--- config.mk ---
export PLATFORM = sky130hd
export DESIGN_NAME = cfpd_norm
export DESIGN_NICKNAME = d
export VERILOG_FILES = /design/src/hw/rtl/cfpd_pkg.sv /design/src/hw/rtl/cfpd_norm.sv
export SDC_FILE = /design/constraint.sdc
export NUM_CORES = 2
export LEC_CHECK = 0
export BUFFER_PORTS_ARGS = -buffer_cell sky130_fd_sc_hd__buf_2
export CAP_MARGIN = 40
export CORE_ASPECT_RATIO = 0.9
export CORE_MARGIN = 3
export CORE_UTILIZATION = 64
export CTS_BUF_LIST = sky130_fd_sc_hd__clkbuf_16
export DETAILED_ROUTE_END_ITERATION = 16
export PLACE_DENSITY_LB_ADDON = 0.2
export SYNTH_ARGS = -nofsm -noshare
export SYNTH_HDL_FRONTEND = slang
export SYNTH_SLANG_ARGS = --single-unit
--- constraint.sdc ---
create_clock -name clk -period 4.6 [get_ports clk]
set_clock_uncertainty 0.15 [all_clocks]
set_input_delay 0.46 -clock clk [delete_from_list [all_inputs] [get_ports clk]]
set_output_delay 0.46 -clock clk [all_outputs]
set_load 0.02 [all_outputs]
--- src/hw/rtl/cfpd_pkg.sv ---
// Shared constants, face tables and helpers for the cube face pixel direction block.
// No dependencies.
package cfpd_pkg;

  localparam int MAX_RES  = 4096;
  localparam int RES_W    = 13;
  localparam int PIX_W    = 24;
  localparam int COORD_W  = 12;   // column/row bits below MAX_RES
  localparam int D_W      = 15;   // signed scaled component
  localparam int MAG_W    = 13;
  localparam int SQ_W     = 2 * MAG_W - 1;  // 25 bits, mag <= 4096
  localparam int SUM_W    = SQ_W + 1;
  localparam int QUO_BITS = 33;   // floor(mag^2 * 2^32 / s) <= 2^32
  localparam int ROOT_BITS = 17;
  localparam int NORM_LAT = QUO_BITS + ROOT_BITS + 1;
  localparam int OUT_W    = 16;

  // config register byte address
  localparam logic [2:0] ADDR_RESOLUTION = 3'd0;

  typedef enum logic [1:0] {
    ST_OK       = 2'd0,
    ST_ZERO_RES = 2'd1,
    ST_BAD_FACE = 2'd2,
    ST_BAD_PIX  = 2'd3
  } status_t;

  localparam logic [2:0] FACE_MAX = 3'd5;

  // Face corner and half edge vectors, one entry per axis.
  localparam logic signed [1:0] FACE_ORG [6][3] = '{
    '{-2'sd1, -2'sd1, -2'sd1}, '{-2'sd1,  2'sd1,  2'sd1}, '{ 2'sd1, -2'sd1,  2'sd1},
    '{-2'sd1, -2'sd1, -2'sd1}, '{ 2'sd1, -2'sd1, -2'sd1}, '{-2'sd1, -2'sd1,  2'sd1}};
  localparam logic signed [1:0] FACE_EU [6][3] = '{
    '{ 2'sd1,  2'sd0,  2'sd0}, '{ 2'sd1,  2'sd0,  2'sd0}, '{ 2'sd0,  2'sd1,  2'sd0},
    '{ 2'sd0,  2'sd1,  2'sd0}, '{-2'sd1,  2'sd0,  2'sd0}, '{ 2'sd1,  2'sd0,  2'sd0}};
  localparam logic signed [1:0] FACE_EV [6][3] = '{
    '{ 2'sd0,  2'sd0,  2'sd1}, '{ 2'sd0,  2'sd0, -2'sd1}, '{ 2'sd0,  2'sd0, -2'sd1},
    '{ 2'sd0,  2'sd0,  2'sd1}, '{ 2'sd0,  2'sd1,  2'sd0}, '{ 2'sd0,  2'sd1,  2'sd0}};

  // coef in {-1,0,1} times an unsigned 13-bit value
  function automatic logic signed [D_W-1:0] axis_term(logic signed [1:0] coef,
                                                      logic [RES_W-1:0] val);
    logic signed [D_W-1:0] v;
    v = $signed({2'b00, val});
    if (coef == 2'sd1) return v;
    else if (coef == -2'sd1) return -v;
    else return '0;
  endfunction

endpackage

--- src/hw/rtl/cfpd_norm.sv ---
// One component of the normalizer: pipelined restoring divide then integer root.
// Depends on cfpd_pkg.
module cfpd_norm import cfpd_pkg::*; (
  input  logic                    clk,
  input  logic                    en,
  input  logic [SQ_W-1:0]         mag2,
  input  logic [SUM_W-1:0]        s,
  input  logic                    neg,
  output logic signed [OUT_W-1:0] dir
);

  // divide stages: quotient of mag2 * 2^32 by s, one bit per stage
  logic [SUM_W-1:0]    rem  [QUO_BITS];
  logic [QUO_BITS-1:0] quo  [QUO_BITS];
  logic [SUM_W-1:0]    dsr  [QUO_BITS];
  logic                dneg [QUO_BITS];

  logic              ge0;
  logic [SUM_W-1:0]  m2w;
  assign m2w = {1'b0, mag2};
  assign ge0 = m2w >= s;

  always_ff @(posedge clk) begin
    if (en) begin
      rem[0]  <= ge0 ? m2w - s : m2w;
      quo[0]  <= {{(QUO_BITS-1){1'b0}}, ge0};
      dsr[0]  <= s;
      dneg[0] <= neg;
    end
  end

  for (genvar k = 1; k < QUO_BITS; k++) begin : g_div
    logic [SUM_W:0] t;
    logic           ge;
    assign t  = {rem[k-1], 1'b0};
    assign ge = t >= {1'b0, dsr[k-1]};
    always_ff @(posedge clk) begin
      if (en) begin
        rem[k]  <= ge ? SUM_W'(t - {1'b0, dsr[k-1]}) : t[SUM_W-1:0];
        quo[k]  <= {quo[k-1][QUO_BITS-2:0], ge};
        dsr[k]  <= dsr[k-1];
        dneg[k] <= dneg[k-1];
      end
    end
  end

  // root stages: rm holds Q - m^2
  localparam int RM_W = QUO_BITS + 1;
  logic [RM_W-1:0]      rm   [ROOT_BITS];
  logic [ROOT_BITS-1:0] root [ROOT_BITS];
  logic                 rneg [ROOT_BITS];

  for (genvar j = 0; j < ROOT_BITS; j++) begin : g_root
    localparam int B = ROOT_BITS - 1 - j;
    logic [RM_W-1:0]      rm_in;
    logic [ROOT_BITS-1:0] m_in;
    logic                 n_in;
    logic [RM_W-1:0]      trial;
    logic                 ge;
    if (j == 0) begin : g_first
      assign rm_in = {1'b0, quo[QUO_BITS-1]};
      assign m_in  = '0;
      assign n_in  = dneg[QUO_BITS-1];
    end else begin : g_next
      assign rm_in = rm[j-1];
      assign m_in  = root[j-1];
      assign n_in  = rneg[j-1];
    end
    assign trial = ({{(RM_W-ROOT_BITS){1'b0}}, m_in} << (B + 1))
                 + ({{(RM_W-1){1'b0}}, 1'b1} << (2 * B));
    assign ge = rm_in >= trial;
    always_ff @(posedge clk) begin
      if (en) begin
        rm[j]   <= ge ? rm_in - trial : rm_in;
        root[j] <= ge ? (m_in | (ROOT_BITS'(1) << B)) : m_in;
        rneg[j] <= n_in;
      end
    end
  end

  // round half up on the doubled root, then sign and saturate
  logic [ROOT_BITS:0]   rsum;
  logic [ROOT_BITS-1:0] q;
  assign rsum = {1'b0, root[ROOT_BITS-1]} + (ROOT_BITS+1)'(1);
  assign q    = rsum[ROOT_BITS:1];

  always_ff @(posedge clk) begin
    if (en) begin
      if (rneg[ROOT_BITS-1]) begin
        dir <= (q > ROOT_BITS'(32768)) ? -OUT_W'(32768) : -OUT_W'(q);
      end else begin
        dir <= (q > ROOT_BITS'(32767)) ? OUT_W'(32767) : OUT_W'(q);
      end
    end
  end

endmodule

==> out/results.txt <==
nets -> 14390
setup TNS -> 0 ns
Max-Cap Viols -> 0
Layout area overhead -> 10.08%
Row Count -> 170
Post-synth EDFFs -> 2988
syn_area_per_cell -> 11.93 µm²
Syn Inst Count -> 12920
P_sw -> 39060 µW
Slew @ Worst Pin -> 0.9784 ns
DRC viols -> 0
Int Power -> 71500 µW
Fmax -> 0.2273 GHz
Num CTS Buffers -> 311
aggregate global-route resource usage -> 26.97%
RSZ-0062 raised after global routing -> false
ys async rst share -> 0%
core area -> 239100 µm²
DP HPWL -> 246500 µm
Final Routed Wirelength -> 338100 µm
sequential share of the synthesized area -> 58.21%
Fin. Hold Viols -> 0
CP peak stage delay -> 0.67 ns
Iter 0 DRT Violations -> 9169
DR vias/cell -> 6.032
hold slack -> 0.09781 ns
Worst setup EP type -> flop
Slew HR -> 34.78%
vias in the first global route -> 98490
Initial Util -> 64.47%
crit path DAT -> 4.85 ns
Clock Path Buffers -> 4
Place WS -> 0.3273 ns
status -> finished clean
clock latency on the worst-skew pair -> 0.88 ns
gpl congestion -> 0.9543
vias post-DR -> 100700
PortBufs -> 69
Worst setup SP type -> flop
crit-path cells -> ha_1, and4_1, nand2_1, a2111oi_0, a211o_1, o221ai_1, o21ai_0, a41oi_1, o21ai_2, buf_12, mux2_2
die height -> 471.6 µm
reg-to-reg slack, setup -> 0.20 ns
CP delay by family, top -> compound AO/OA/AOI/OAI gates
combinational share of power -> 39.7%
Crit Path Max Fanout -> 20
ANT nets after route -> 0
sequential share of power -> 38.3%
I/O Pins -> 70
largest net degree at the start of global routing -> 143
first-pass GRT wire length -> 532500 µm
Tcrit/Tclk final -> 95.65%
ys flop type -> edfxtp_1
Sw Share -> 35.33%
Warnings, synthesis -> 0
Clock transition at path regs -> 0.06 ns
power per cell area -> 651.6 nW/µm²
worst vdd ir -> 0.5430 mV
final worst setup slack -> 0.2002 ns
Max Slew Vio Count -> 0
Hold Crit Class -> in2reg
synthesized area -> 154100 µm²
fin area -> 169700 µm²
critical path type -> reg2reg
Critical Path RT -> 5.05 ns
synth unique cells -> 85
clock network power share -> 22.0%
Pleak -> 0.06818 µW
register bit count reported by yosys -> 2988
CTS sink count -> 2988
layout cells sized above 1 -> 7.672%
Buffers & Inverters on Critical Path -> 1
die area -> 246800 µm²
Clock Tree Root -> clkbuf_16
routed length per placed instance -> 20.24 µm
CTS tree -> built
Die W -> 523.3 µm
Final setup viols -> 0
GRT Residual Overflow -> 0
Tmin final -> 4.400 ns
initial antenna violation count -> 6
slowest CP cell -> o21ai_2
First-pass DRT Iterations -> 9
H-tree depth -> 5
total power draw -> 110600 µW
Placed Area -> 159300 µm²
registers in the layout, summed over array words and instances, names as in the netlist:
| register | cells |
|---|---|
| dsr | 832 |
| rem | 832 |
| quo | 561 |
| rm | 544 |
| root | 153 |
| dneg | 33 |
| rneg | 17 |
| dir | 16 |
per-stage QoR:
step	std cells	utilization [%]
5_1_grt	16700	70.97
3_3_place_gp	16090	66.63
6_report	16700	70.97
3_5_place_dp	16090	66.65
2_1_floorplan	12920	-
4_1_cts	16700	70.97
power by group through the flow:
stage	registers [µW]	logic (µW)	clock network (µW)
final	42400	43900	24300
after global routing	42800	48700	25800
after CTS	42300	43400	24800
after detailed placement	42800	42900	0
after global placement	42800	41500	0
after floorplan	40800	33300	0
final timing paths:
path / start / end / cells past startpoint
worst min-delay path: en / rm[0][42]$_DFFE_PP_ / 1
worst max register to register: rem[0][270]$_DFFE_PP_ / rem[0][299]$_DFFE_PP_ / 11
worst max-delay path: rem[0][270]$_DFFE_PP_ / rem[0][299]$_DFFE_PP_ / 11
worst min register to register: quo[0][908]$_DFFE_PP_ / quo[0][942]$_DFFE_PP_ / 0
final cells by class:
type / instances / area [µm²]
sequential: 2988 / 89730
fill: 16330 / 69400
multi-input combinational: 8399 / 58770
clock buffer: 322 / 8058
inverter: 1300 / 4880
tap: 3182 / 3981
timing repair buffer: 276 / 2499
clock inverter: 231 / 1757
antenna: 1 / 2.502
synth_stat cells (22+ instances only):
cell type | number | area (µm²)
nor2_1 | 930 | 3491
xor2_1 | 367 | 3214
nand3_1 | 198 | 991.0
nand3b_1 | 23 | 172.7
a211o_1 | 48 | 420.4
edfxtp_1 | 2988 | 89730
mux2_2 | 274 | 3085
o211ai_1 | 37 | 277.8
nor4_1 | 103 | 644.4
a31o_2 | 25 | 219.0
nor4b_1 | 22 | 192.7
or2_2 | 47 | 294.0
nor2b_1 | 162 | 1013
nand4_1 | 134 | 838.3
o21bai_1 | 98 | 735.7
and2_1 | 68 | 425.4
o31a_1 | 23 | 201.4
fa_1 | 32 | 640.6
o21ai_0 | 657 | 3288
and4_1 | 31 | 271.5
a31oi_1 | 96 | 600.6
a21oi_1 | 1154 | 5776
nand2b_1 | 152 | 950.9
mux2i_1 | 25 | 250.2
clkbuf_1 | 206 | 773.2
o31ai_1 | 78 | 585.6
xnor2_1 | 546 | 4782
o21a_1 | 158 | 1186
ha_1 | 1025 | 12820
nand2_1 | 709 | 2661
a221oi_1 | 22 | 192.7
a21o_1 | 407 | 3055
inv_1 | 1300 | 4880
or3_1 | 55 | 344.1
nor3b_1 | 23 | 172.7
a21boi_0 | 39 | 292.8
nor3_1 | 209 | 1046
and3_1 | 83 | 519.3
a211oi_1 | 69 | 518.0
what timing repair did:
item / 4_1_cts / 5_1_grt
hold endpoints to repair: 54 / 0
setup buffers: 0 / 0
resized for setup: 0 / 0
hold buffers: 52 / 0
routing by layer:
| metal | track usage [%] | routed length (µm) | vias to the layer above |
|---|---|---|---|
| li1 | - | - | 48150 |
| met1 | 38.27 | 149100 | 48570 |
| met2 | 43.88 | 158900 | 3322 |
| met3 | 3.443 | 19400 | 674 |
| met4 | 8.000 | 10620 | 10 |
| met5 | 0 | 66 | - |
kinds of logic after synthesis:
kind of cell	share of synthesized area (%)
flip-flops	58.21
AO/OA/AOI/OAI	12.44
AND/OR/NAND/NOR	9.452
adder cells (fa/ha/maj)	8.736
multiplexers	2.193
other	0.002433
buffers and inverters	3.771
XOR/XNOR	5.188
placed cells by master (no fill, tap or decap), types with 274 or more instances in the layout:
cell type,netlist,final
nand2_1,709,709
nor2_1,930,930
inv_1,1300,1366
xor2_1,367,367
edfxtp_1,2988,2988
ha_1,1025,1025
a21o_1,407,407
o21ai_0,657,656
xnor2_1,546,546
mux2_2,274,274
clkbuf_16,0,322
a21oi_1,1154,1153
No activity file was read; power rests on OpenSTA's default activity.
